**src/rtl/segseq_pkg.sv**
```systemverilog
// shared types and constants for the seven-segment digit sequencer
// no dependencies
`timescale 1ns / 1ps

package segseq_pkg;

  localparam int unsigned ValueW = 16;
  localparam int unsigned ModeW  = 3;
  localparam int unsigned FontW  = 40;
  localparam int unsigned ByteW  = 8;
  localparam int unsigned CfgIdxW = 1;

  // mode codes
  localparam logic [ModeW-1:0] ModeSleep  = 3'd0;
  localparam logic [ModeW-1:0] ModePlain  = 3'd1;
  localparam logic [ModeW-1:0] ModeChoose = 3'd2;
  localparam logic [ModeW-1:0] ModeMatch  = 3'd3;

  // register indexes
  localparam logic [CfgIdxW-1:0] RegFontLow  = 1'b0;
  localparam logic [CfgIdxW-1:0] RegFontHigh = 1'b1;

  localparam logic [FontW-1:0] FontLowReset  = 40'h99B0A4F9C0;
  localparam logic [FontW-1:0] FontHighReset = 40'h9080F88292;

  localparam logic [ByteW-1:0] SelFirst  = 8'h08;
  localparam logic [ByteW-1:0] SelPrefix = 8'h01;
  localparam logic [ByteW-1:0] SelOff    = 8'h00;
  localparam logic [ByteW-1:0] PatDash   = 8'hBF;
  localparam logic [ByteW-1:0] PatBottom = 8'hF7;
  localparam logic [ByteW-1:0] PatPoint  = 8'h7F;
  localparam logic [ByteW-1:0] PatOff    = 8'hFF;

  // reciprocal of ten, exact for 16-bit values with a shift of 19
  localparam logic [ValueW-1:0] RecipTen   = 16'hCCCD;
  localparam int unsigned       RecipShift = 19;

  typedef enum logic [2:0] {
    ST_IDLE,
    ST_DASH,
    ST_PREFIX,
    ST_DIGIT,
    ST_CLOSE
  } state_e;

  typedef enum logic [2:0] {
    EMIT_NONE,
    EMIT_DASH,
    EMIT_PREFIX,
    EMIT_DIGIT,
    EMIT_CLOSE
  } emit_e;

  typedef struct packed {
    logic  load;
    emit_e emit;
  } dp_cmd_t;

  typedef struct packed {
    logic             sel_one;
    logic             quot_zero;
  } dp_status_t;

endpackage

```
**src/rtl/seven_segment_digit_sequencer.sv**
```systemverilog
// top level of the seven-segment digit sequencer
// depends on segseq_pkg, segseq_ctrl, segseq_dp
`timescale 1ns / 1ps

// Usage:
// An item (value_i, mode_i) is taken at a rising edge with start_i high and busy_o low.
// The block answers with a run of results, one per cycle, each shown for one cycle
// with out_valid_o high: digit_select_o, segment_pattern_o and last_o.
// The run ends with the all-off pair (select 0, pattern 0xFF) with last_o high.
// Run lengths: sleep 5, number modes 2 to 7, other modes 1.
// The first result passes the state and output registers; results follow
// back to back, one decimal digit per cycle from the divide-by-ten unit.
// busy_o drops in the cycle that shows the closing pair, so the next item can be
// taken then. The receiver cannot stall; results are not held.
// The font registers are written through cfg_we_i / cfg_idx_i / cfg_wdata_i while idle;
// the user must keep to this, as the block itself does not enforce it.
// Reset loads the default font and returns the block to idle with no result pending.

module seven_segment_digit_sequencer (
  input  logic                              clk_i,
  input  logic                              rst_ni,
  input  logic                              start_i,
  output logic                              busy_o,
  input  logic [segseq_pkg::ValueW-1:0]     value_i,
  input  logic [segseq_pkg::ModeW-1:0]      mode_i,
  input  logic                              cfg_we_i,
  input  logic [segseq_pkg::CfgIdxW-1:0]    cfg_idx_i,
  input  logic [segseq_pkg::FontW-1:0]      cfg_wdata_i,
  output logic                              out_valid_o,
  output logic [segseq_pkg::ByteW-1:0]      digit_select_o,
  output logic [segseq_pkg::ByteW-1:0]      segment_pattern_o,
  output logic                              last_o
);

  segseq_pkg::dp_cmd_t    cmd;
  segseq_pkg::dp_status_t status;

  segseq_ctrl u_ctrl (
    .clk_i    (clk_i),
    .rst_ni   (rst_ni),
    .start_i  (start_i),
    .mode_i   (mode_i),
    .status_i (status),
    .cmd_o    (cmd),
    .busy_o   (busy_o)
  );

  segseq_dp u_dp (
    .clk_i             (clk_i),
    .rst_ni            (rst_ni),
    .cfg_we_i          (cfg_we_i),
    .cfg_idx_i         (cfg_idx_i),
    .cfg_wdata_i       (cfg_wdata_i),
    .value_i           (value_i),
    .mode_i            (mode_i),
    .cmd_i             (cmd),
    .status_o          (status),
    .out_valid_o       (out_valid_o),
    .digit_select_o    (digit_select_o),
    .segment_pattern_o (segment_pattern_o),
    .last_o            (last_o)
  );

endmodule

```
**src/rtl/segseq_ctrl.sv**
```systemverilog
// controller state machine of the digit sequencer
// depends on segseq_pkg
`timescale 1ns / 1ps

module segseq_ctrl (
  input  logic                              clk_i,
  input  logic                              rst_ni,
  input  logic                              start_i,
  input  logic [segseq_pkg::ModeW-1:0]      mode_i,
  input  segseq_pkg::dp_status_t            status_i,
  output segseq_pkg::dp_cmd_t               cmd_o,
  output logic                              busy_o
);

  segseq_pkg::state_e state_q, state_d;

  always_ff @(posedge clk_i or negedge rst_ni) begin
    if (!rst_ni) begin
      state_q <= segseq_pkg::ST_IDLE;
    end else begin
      state_q <= state_d;
    end
  end

  always_comb begin
    state_d     = state_q;
    cmd_o.load  = 1'b0;
    cmd_o.emit  = segseq_pkg::EMIT_NONE;
    unique case (state_q)
      segseq_pkg::ST_IDLE: begin
        if (start_i) begin
          cmd_o.load = 1'b1;
          unique case (mode_i) inside
            segseq_pkg::ModeSleep:  state_d = segseq_pkg::ST_DASH;
            segseq_pkg::ModePlain:  state_d = segseq_pkg::ST_DIGIT;
            segseq_pkg::ModeChoose,
            segseq_pkg::ModeMatch:  state_d = segseq_pkg::ST_PREFIX;
            default:                state_d = segseq_pkg::ST_CLOSE;
          endcase
        end
      end
      segseq_pkg::ST_DASH: begin
        cmd_o.emit = segseq_pkg::EMIT_DASH;
        if (status_i.sel_one) begin
          state_d = segseq_pkg::ST_CLOSE;
        end
      end
      segseq_pkg::ST_PREFIX: begin
        cmd_o.emit = segseq_pkg::EMIT_PREFIX;
        state_d    = segseq_pkg::ST_DIGIT;
      end
      segseq_pkg::ST_DIGIT: begin
        cmd_o.emit = segseq_pkg::EMIT_DIGIT;
        if (status_i.quot_zero) begin
          state_d = segseq_pkg::ST_CLOSE;
        end
      end
      segseq_pkg::ST_CLOSE: begin
        cmd_o.emit = segseq_pkg::EMIT_CLOSE;
        state_d    = segseq_pkg::ST_IDLE;
      end
      default: begin
        state_d = segseq_pkg::ST_IDLE;
      end
    endcase
  end

  assign busy_o = (state_q != segseq_pkg::ST_IDLE);

endmodule

```
**src/rtl/segseq_dp.sv**
```systemverilog
// datapath: font registers, value and select registers, divide by ten, output register
// depends on segseq_pkg
`timescale 1ns / 1ps

module segseq_dp (
  input  logic                                clk_i,
  input  logic                                rst_ni,
  input  logic                                cfg_we_i,
  input  logic [segseq_pkg::CfgIdxW-1:0]      cfg_idx_i,
  input  logic [segseq_pkg::FontW-1:0]        cfg_wdata_i,
  input  logic [segseq_pkg::ValueW-1:0]       value_i,
  input  logic [segseq_pkg::ModeW-1:0]        mode_i,
  input  segseq_pkg::dp_cmd_t                 cmd_i,
  output segseq_pkg::dp_status_t              status_o,
  output logic                                out_valid_o,
  output logic [segseq_pkg::ByteW-1:0]        digit_select_o,
  output logic [segseq_pkg::ByteW-1:0]        segment_pattern_o,
  output logic                                last_o
);

  logic [segseq_pkg::FontW-1:0]    font_low_q, font_high_q;
  logic [segseq_pkg::ValueW-1:0]   value_q;
  logic [segseq_pkg::ModeW-1:0]    mode_q;
  logic [segseq_pkg::ByteW-1:0]    sel_q;
  logic                            out_valid_q;
  logic [segseq_pkg::ByteW-1:0]    sel_out_q, pat_out_q;
  logic                            last_q;

  logic [2*segseq_pkg::ValueW-1:0] prod;
  logic [segseq_pkg::ValueW-1:0]   quot;
  logic [segseq_pkg::ValueW-1:0]   quot_x10;
  logic [segseq_pkg::ValueW-1:0]   rem_full;
  logic [3:0]                      rem;
  logic [segseq_pkg::ByteW-1:0]    digit_pat;
  logic [segseq_pkg::ByteW-1:0]    prefix_pat;
  logic [segseq_pkg::ByteW-1:0]    sel_d, pat_d;
  logic                            last_d;

  // font registers
  always_ff @(posedge clk_i or negedge rst_ni) begin
    if (!rst_ni) begin
      font_low_q  <= segseq_pkg::FontLowReset;
      font_high_q <= segseq_pkg::FontHighReset;
    end else if (cfg_we_i) begin
      unique case (cfg_idx_i)
        segseq_pkg::RegFontLow:  font_low_q  <= cfg_wdata_i;
        segseq_pkg::RegFontHigh: font_high_q <= cfg_wdata_i;
        default: ;
      endcase
    end
  end

  // divide by ten through the reciprocal
  assign prod     = value_q * segseq_pkg::RecipTen;
  assign quot     = {{segseq_pkg::RecipShift - segseq_pkg::ValueW{1'b0}},
                     prod[2*segseq_pkg::ValueW-1:segseq_pkg::RecipShift]};
  assign quot_x10 = {quot[segseq_pkg::ValueW-4:0], 3'b000}
                  + {quot[segseq_pkg::ValueW-2:0], 1'b0};
  assign rem_full = value_q - quot_x10;
  assign rem      = rem_full[3:0];

  always_comb begin
    case (rem)
      4'd0:    digit_pat = font_low_q[7:0];
      4'd1:    digit_pat = font_low_q[15:8];
      4'd2:    digit_pat = font_low_q[23:16];
      4'd3:    digit_pat = font_low_q[31:24];
      4'd4:    digit_pat = font_low_q[39:32];
      4'd5:    digit_pat = font_high_q[7:0];
      4'd6:    digit_pat = font_high_q[15:8];
      4'd7:    digit_pat = font_high_q[23:16];
      4'd8:    digit_pat = font_high_q[31:24];
      4'd9:    digit_pat = font_high_q[39:32];
      default: digit_pat = segseq_pkg::PatOff;
    endcase
  end

  assign prefix_pat = (mode_q == segseq_pkg::ModeChoose) ? segseq_pkg::PatBottom
                                                         : segseq_pkg::PatPoint;

  assign status_o.sel_one   = (sel_q == segseq_pkg::SelPrefix);
  assign status_o.quot_zero = (quot == '0);

  // working registers
  always_ff @(posedge clk_i) begin
    if (cmd_i.load) begin
      value_q <= value_i;
      mode_q  <= mode_i;
      sel_q   <= segseq_pkg::SelFirst;
    end else begin
      case (cmd_i.emit)
        segseq_pkg::EMIT_DASH: begin
          sel_q <= {1'b0, sel_q[segseq_pkg::ByteW-1:1]};
        end
        segseq_pkg::EMIT_DIGIT: begin
          sel_q   <= {1'b0, sel_q[segseq_pkg::ByteW-1:1]};
          value_q <= quot;
        end
        default: ;
      endcase
    end
  end

  always_comb begin
    sel_d  = segseq_pkg::SelOff;
    pat_d  = segseq_pkg::PatOff;
    last_d = 1'b0;
    unique case (cmd_i.emit)
      segseq_pkg::EMIT_DASH: begin
        sel_d = sel_q;
        pat_d = segseq_pkg::PatDash;
      end
      segseq_pkg::EMIT_PREFIX: begin
        sel_d = segseq_pkg::SelPrefix;
        pat_d = prefix_pat;
      end
      segseq_pkg::EMIT_DIGIT: begin
        sel_d = sel_q;
        pat_d = digit_pat;
      end
      segseq_pkg::EMIT_CLOSE: begin
        last_d = 1'b1;
      end
      default: ;
    endcase
  end

  // output register
  always_ff @(posedge clk_i or negedge rst_ni) begin
    if (!rst_ni) begin
      out_valid_q <= 1'b0;
    end else begin
      out_valid_q <= (cmd_i.emit != segseq_pkg::EMIT_NONE);
    end
  end

  always_ff @(posedge clk_i) begin
    if (cmd_i.emit != segseq_pkg::EMIT_NONE) begin
      sel_out_q <= sel_d;
      pat_out_q <= pat_d;
      last_q    <= last_d;
    end
  end

  assign out_valid_o       = out_valid_q;
  assign digit_select_o    = sel_out_q;
  assign segment_pattern_o = pat_out_q;
  assign last_o            = last_q;

endmodule

```
**config.mk**
```make
export PLATFORM = sky130hd
export DESIGN_NAME = seven_segment_digit_sequencer
export DESIGN_NICKNAME = d
export VERILOG_FILES = /design/src/rtl/segseq_pkg.sv /design/src/rtl/seven_segment_digit_sequencer.sv /design/src/rtl/segseq_ctrl.sv /design/src/rtl/segseq_dp.sv
export SDC_FILE = /design/constraint.sdc
export NUM_CORES = 1
export LEC_CHECK = 0
export ABC_AREA = 0
export BUFFER_PORTS_ARGS = -buffer_cell sky130_fd_sc_hd__buf_4
export CELL_PAD_IN_SITES_DETAIL_PLACEMENT = 2
export CELL_PAD_IN_SITES_GLOBAL_PLACEMENT = 2
export CORE_MARGIN = 3
export CORE_UTILIZATION = 35
export CTS_CLUSTER_DIAMETER = 200
export DETAILED_ROUTE_END_ITERATION = 8
export PLACE_DENSITY_LB_ADDON = 0.1
export SYNTH_ARGS = -nofsm -noshare
export SYNTH_HDL_FRONTEND = slang
export SYNTH_SLANG_ARGS = --single-unit
```
**constraint.sdc**
```tcl
create_clock -name clk_i -period 21.5 [get_ports clk_i]
set_clock_uncertainty 0.05 [all_clocks]
set_input_delay 2.15 -clock clk_i [delete_from_list [all_inputs] [get_ports clk_i]]
set_output_delay 2.15 -clock clk_i [all_outputs]
set_load 0.02 [all_outputs]
```
# --- Yosys cells after proc, flatten, opt, wreduce, memory -nomap -nowiden ---
# Index checks and enable logic that the tools add are counted.
classes:
  reduce_logical: 12
  bitwise_logic: 1
  n_addsub: 2
  n_mux: 15
  multipliers: 1
  eq_ne: 25
op_table:
  columns: ["operator", "n"]
  rows:
  - ["one-hot mux 8 bit (10 select lines)", 1]
  - ["multiplier 16 x 16 -> 32 bit, second input constant", 1]
  - ["two-way mux 16 bit", 2]
  - ["one-hot mux 3 bit (4 select lines)", 2]
  - ["one-hot mux 8 bit (3 select lines)", 1]
  - ["equality test 3 x 2 -> 1 bit, second input constant", 7]
  - ["equality test 4 x 3 -> 1 bit, second input constant", 4]
  - ["zero test 16 bit", 1]
  - ["equality test 3 x 1 -> 1 bit, second input constant", 3]
  - ["two-way mux 3 bit", 3]
  - ["one-hot mux 3 bit (3 select lines)", 1]
  - ["equality test 4 x 1 -> 1 bit, second input constant", 2]
  - ["equality test 4 x 2 -> 1 bit, second input constant", 2]
  - ["equality test 4 bit, second input constant", 2]
  - ["two-way mux 8 bit", 1]
  - ["one-hot mux 4 bit (2 select lines)", 1]
  - ["equality test 3 bit, second input constant", 2]
  - ["zero test 3 bit", 2]
  - ["!= test 2 bit, second input constant", 3]
  - ["nonzero test 3 bit", 2]
  - ["adder 4 bit", 1]
  - ["zero test 4 bit", 1]
  - ["AND reduction 2 bit", 2]
  - ["OR reduction 2 bit", 2]
  - ["5 further kinds", 7]
word_totals:
  word_cells: 66
  regBits: 124
  out_inout_bits: 19
  input_bits: 64

# --- Longest topological paths before layout ---
logic_depth:
  ltp_word: 6
  depth_mapped: 28
  depth_no_buf: 27

# --- By module ---
# A second synthesis with hierarchy kept.
unflattened:
  cells_unflattened: 895
  area_unflattened_um2: 10092.2
modules_own_cells:
  columns: ["module", "seq_area_each_um2", "area_each_um2", "n_inst", "cells_each"]
  rows:
  - ["segseq_dp", 3106.7, 9910.8, 1, 878]
  - ["segseq_ctrl", 75.1, 181.4, 1, 17]

# --- Worst setup path after synthesis ---
# No wires, ideal clock.
synth_timing:
  path_kind: "reg2reg"
  from: "reg u_dp.value_q[1] in the netlist's numbering"
  to: "reg u_dp.pat_out_q (netlist bit u_dp.segment_pattern_o[7]), data pin"
  stages_incl_launch_ff: 23
  setup_time_ns: 0.265
  n_path_buf: 1
  period_less_slack_ns: 6.804
  slack_ns: 14.696
  required_time_ns: 21.185
  arrival_ns: 6.489
  cell_sequence: "edfxtp_1 ha_1 xor2_1 ha_1 a21o_1 fa_1 fa_1 fa_1 inv_1 fa_1 inv_1 ha_1 a211oi_1 o211ai_1 a221oi_1 nand2_1 xor2_1 ha_1 xor2_1 clkbuf_1 mux4_2 a211oi_1 a211oi_1"
synth_via:
  elab_chain_cells: 6
  word_cells_on_any_way: 15
  classes_between: "add/sub: 2; mul: 1; eq/ne: 9; mux: 2; reduce/logical: 1"
synth_lines:
  columns: ["item", "line_no", "text"]
  rows:
  - ["start: declaration", "segseq_dp.sv:22", "logic [segseq_pkg::ValueW-1:0] value_q;"]
  - ["start signal: assignment", "segseq_dp.sv:87", "value_q <= value_i;"]
  - ["start signal: assignment", "segseq_dp.sv:97", "value_q <= quot;"]
  - ["multiplier 16 x 16 -> 32 bit", "segseq_dp.sv:54", "assign prod = value_q * segseq_pkg::RecipTen;"]
  - ["adder 4 bit", "segseq_dp.sv:58", "+ {quot[segseq_pkg::ValueW-2:0], 1'b0};"]
  - ["subtractor 4 bit (*)", "segseq_dp.sv:59", "assign rem_full = value_q - quot_x10;"]
  - ["equality test 4 bit, or another cell as far along", "segseq_dp.sv:63", "case (rem)"]
  - ["one-hot mux 8 bit (10 select lines) (*)", "segseq_dp.sv:63", null]
  - ["one-hot mux 8 bit (3 select lines) (*)", "segseq_dp.sv:108", "unique case (cmd_i.emit)"]
  - ["via u_dp.pat_d, one bit", "segseq_dp.sv:36", "logic [segseq_pkg::ByteW-1:0] sel_d, pat_d;"]
  - ["end signal: assignment", "segseq_dp.sv:140", "pat_out_q <= pat_d;"]
  - ["end: declaration", "segseq_dp.sv:26", "logic [segseq_pkg::ByteW-1:0] sel_out_q, pat_out_q;"]
# The timed path passes the listed nets; every way through them passes the cells marked *.
# A chain may end at the register's enable or synchronous reset.

# --- Worst setup path after layout ---
layout_timing:
  from: "reg u_dp.value_q[1] in the netlist's numbering"
  to: "reg u_dp.pat_out_q (netlist bit u_dp.segment_pattern_o[6]), data pin"
# Same word-level chain as after synthesis.

==> results.sh <==
export IMPL_cp_common_cell="inv_1"
export IMPL_grt_max_degree=50
export IMPL_antenna_found_initial=0
export IMPL_area_delta_synth_final_pct=15.39
export IMPL_cp_end_kind="flip-flop"
export IMPL_yosys_warnings=0
export IMPL_pin_count=83
export IMPL_die_y_um=177.9
export IMPL_path_class="flip-flop to flip-flop"
export IMPL_cts_buffers_inserted=17
export IMPL_synthesis_area_um2=10340
export IMPL_ys_async_sr_fraction=0.7000
export IMPL_cp_arrival_ns=8.03
export IMPL_fin_tns_setup_ns=0
export IMPL_hold_path_class="flip-flop to flip-flop"
export IMPL_wl_mm=31.81
export IMPL_max_stage_delay_ns=0.62
export IMPL_crit_required_ns=21.70
export IMPL_synth_compound_area_frac=0.08348
export IMPL_dp_hpwl_mm=25.43
export IMPL_n_antenna_cell=0
export IMPL_viasPerCell=5.164
export IMPL_synth_adder_area_share=0.3170
export IMPL_synth_edf_count=32
export IMPL_tightest_slew_ns=1.093
export IMPL_grt_overflow_total=0
export IMPL_cts_tree="yes"
export IMPL_synth_xor_area_frac=0.02093
export IMPL_grt_pass1_vias=8408
export IMPL_dieArea_um2=31640
export IMPL_postSynthCellCount=952
export IMPL_path_max_fanout=17
export IMPL_yosysTopAreaCell="ha_1"
export IMPL_num_fill_cells=3003
export IMPL_synthMostInstantiatedCell="inv_1"
export IMPL_synth_top_family_by_area="adder cells"
export IMPL_ys_ff_latch=120
export IMPL_synth_distinct_cells=74
export IMPL_synth_top_area_frac=0.1621
export IMPL_slew_headroom=0.2691
export IMPL_wl_per_cell_um=22.32
export IMPL_setup_viol=0
export IMPL_synth_simple_area_share=0.08724
export IMPL_rsz0062_at_grt="no"
export IMPL_postCtsSetupRepairBufs=0
export IMPL_clock_root_buffer="clkbuf_16"
export IMPL_ys_seq_area_frac=0.3077
export IMPL_vias=7359
export IMPL_startpoint_type="flip-flop"
export IMPL_ctsHoldBuffers=0
export IMPL_crit_path_top_delay_cell="edfxtp_1"
export IMPL_synthTopCellsByCount="inv_1 (146), ha_1 (134), nand2_1 (87), mux2_2 (83), fa_1 (80)"
export IMPL_cap_violations=0
export IMPL_timing_final_crit_share=0.3644
export IMPL_clock_latency_ns=0.43
export IMPL_drt_pass1_iterations=4
export IMPL_synth_mux_area_frac=0.1168
export IMPL_cts_clk_slew_worst_paths_ns=0.06
export IMPL_cts_resized=0
export IMPL_io_buffers=78
export IMPL_core_area_um2=28940
export IMPL_drive_above_1_share=0.2478
export IMPL_grt_pass1_wl_mm=50.19
export IMPL_clockBufferDepth=2
export IMPL_nNetsFinal=1306
export IMPL_slew_violations=0
export IMPL_initial_core_util=0.3574
export IMPL_cts_max_level=4
export IMPL_cts_sinks=120
export IMPL_postSynthAreaPerCell_um2=10.86
export IMPL_yosys_top_cells_area="ha_1 (16%), fa_1 (15%), dfrtp_1 (13%)"
export IMPL_yosys_most_used_dff="dfrtp_1"
export IMPL_period_needed_ns=7.835
export IMPL_status="completed"
export IMPL_drc_errors=0
export IMPL_grtUsageTotal=0.2110
export IMPL_drtAntennaViolNets=0
export IMPL_die_w_um=177.9
export IMPL_hold_violations=0
export IMPL_drt_iter0_markers=243
export IMPL_gp_congestion=0.8250
export IMPL_max_freq_mhz=127.6
export IMPL_rows=62
metrics by stage:
| step | worst slack (ns) | instances | hold WS [ns] | cell area (um2) | util |
|---|---|---|---|---|---|
| after CTS | 13.70 | 1425 | 0.4279 | 11930 | 0.4124 |
| after floorplan | 14.70 | 955 | 0.3861 | 10350 | - |
| after global placement | 13.94 | 1393 | 0.4058 | 11390 | 0.3935 |
| final | 13.67 | 1425 | 0.4212 | 11930 | 0.4124 |
| after detailed placement | 13.77 | 1393 | 0.4186 | 11390 | 0.3935 |
| after global routing | 13.21 | 1425 | 0.4610 | 11930 | 0.4124 |
sequential cells by signal, summed over array words and instances, names as in the netlist:
register	cells
u_dp.digit_select_o	4
u_dp.font_high_q	40
u_dp.last_o	1
u_ctrl.state_q	3
u_dp.sel_q	4
u_dp.segment_pattern_o	8
u_dp.out_valid_o	1
u_dp.mode_q	3
u_dp.value_q	16
u_dp.font_low_q	40
cell families after synthesis:
| family | after synthesis |
|---|---|
| other | 1 |
| adders and majority gates | 214 |
| AOI/OAI and AO/OA | 127 |
| buffers and inverters | 178 |
| DFF | 120 |
| and+or+nand+nor | 192 |
| muxes | 99 |
| xor gates and xnor gates | 21 |
per-layer routing:
metal,GRT usage,wire [um],part of all wire,up-vias
met5,0,0,0,-
met4,0.03763,248,0.0078,0
met3,0.03380,1038,0.033,19
met2,0.3318,14730,0.46,92
met1,0.3099,15790,0.50,3835
li1,-,-,-,3413
cells in the final DEF (no fill, tap or decap), drive strengths merged, types with 5 or more instances in the layout:
| cell | count |
|---|---|
| a21o | 9 |
| xnor2 | 11 |
| nor2 | 41 |
| clkbuf | 19 |
| fa | 80 |
| a21oi | 48 |
| edfxtp | 32 |
| and2 | 6 |
| a211oi | 12 |
| o21ai | 17 |
| nand4 | 5 |
| ha | 134 |
| mux2i | 7 |
| buf | 85 |
| and3 | 7 |
| nor3 | 6 |
| clkinv | 8 |
| nand3 | 14 |
| dfrtp | 53 |
| nor2b | 5 |
| inv | 151 |
| xor2 | 9 |
| nand2 | 88 |
| dfstp | 31 |
| mux2 | 83 |
| mux4 | 9 |
| nand2b | 5 |
final timing paths:
| check | cells after the start | slack (ns) | start | to |
|---|---|---|---|---|
| worst min register to register | 2 | 0.42 | u_dp.sel_q[3] | u_dp.sel_q[3] |
| max in group asynchronous | 2 | 18.72 | rst_ni | u_dp.font_low_q[10] |
| worst min-delay path | 2 | 0.42 | u_dp.sel_q[3] | u_dp.sel_q[3] |
| worst max register to register | 26 | 13.67 | u_dp.value_q[1] | u_dp.segment_pattern_o[6] |
| worst max-delay path | 26 | 13.67 | u_dp.value_q[1] | u_dp.segment_pattern_o[6] |
| min in group asynchronous | 1 | 1.63 | rst_ni | u_dp.font_low_q[16] |
area by class of cell:
type                       count  area, um2  share of cell area
timing repair buffer          85      638.1             0.05348
sequential                   120       3182              0.2666
inverter                     147      551.8             0.04624
clock buffer                  19      454.2             0.03806
multi-input combinational    657       6534              0.5476
clock inverter                13      92.59            0.007759
tap                          384      480.5             0.04026
critical path: cells and delay by family, from the launching register on:
family / cells / cell delay (ns)
xor+xnor: 2 / 0.39
buf+inv: 6 / 0.59
compound gates: 7 / 1.59
simple gates: 3 / 0.91
fa+ha+maj: 8 / 3.51
flops: 1 / 0.62
Power is left out: the tool's default activity adds up to more than one toggle a clock period on the data nets, which glitch-free logic cannot reach.
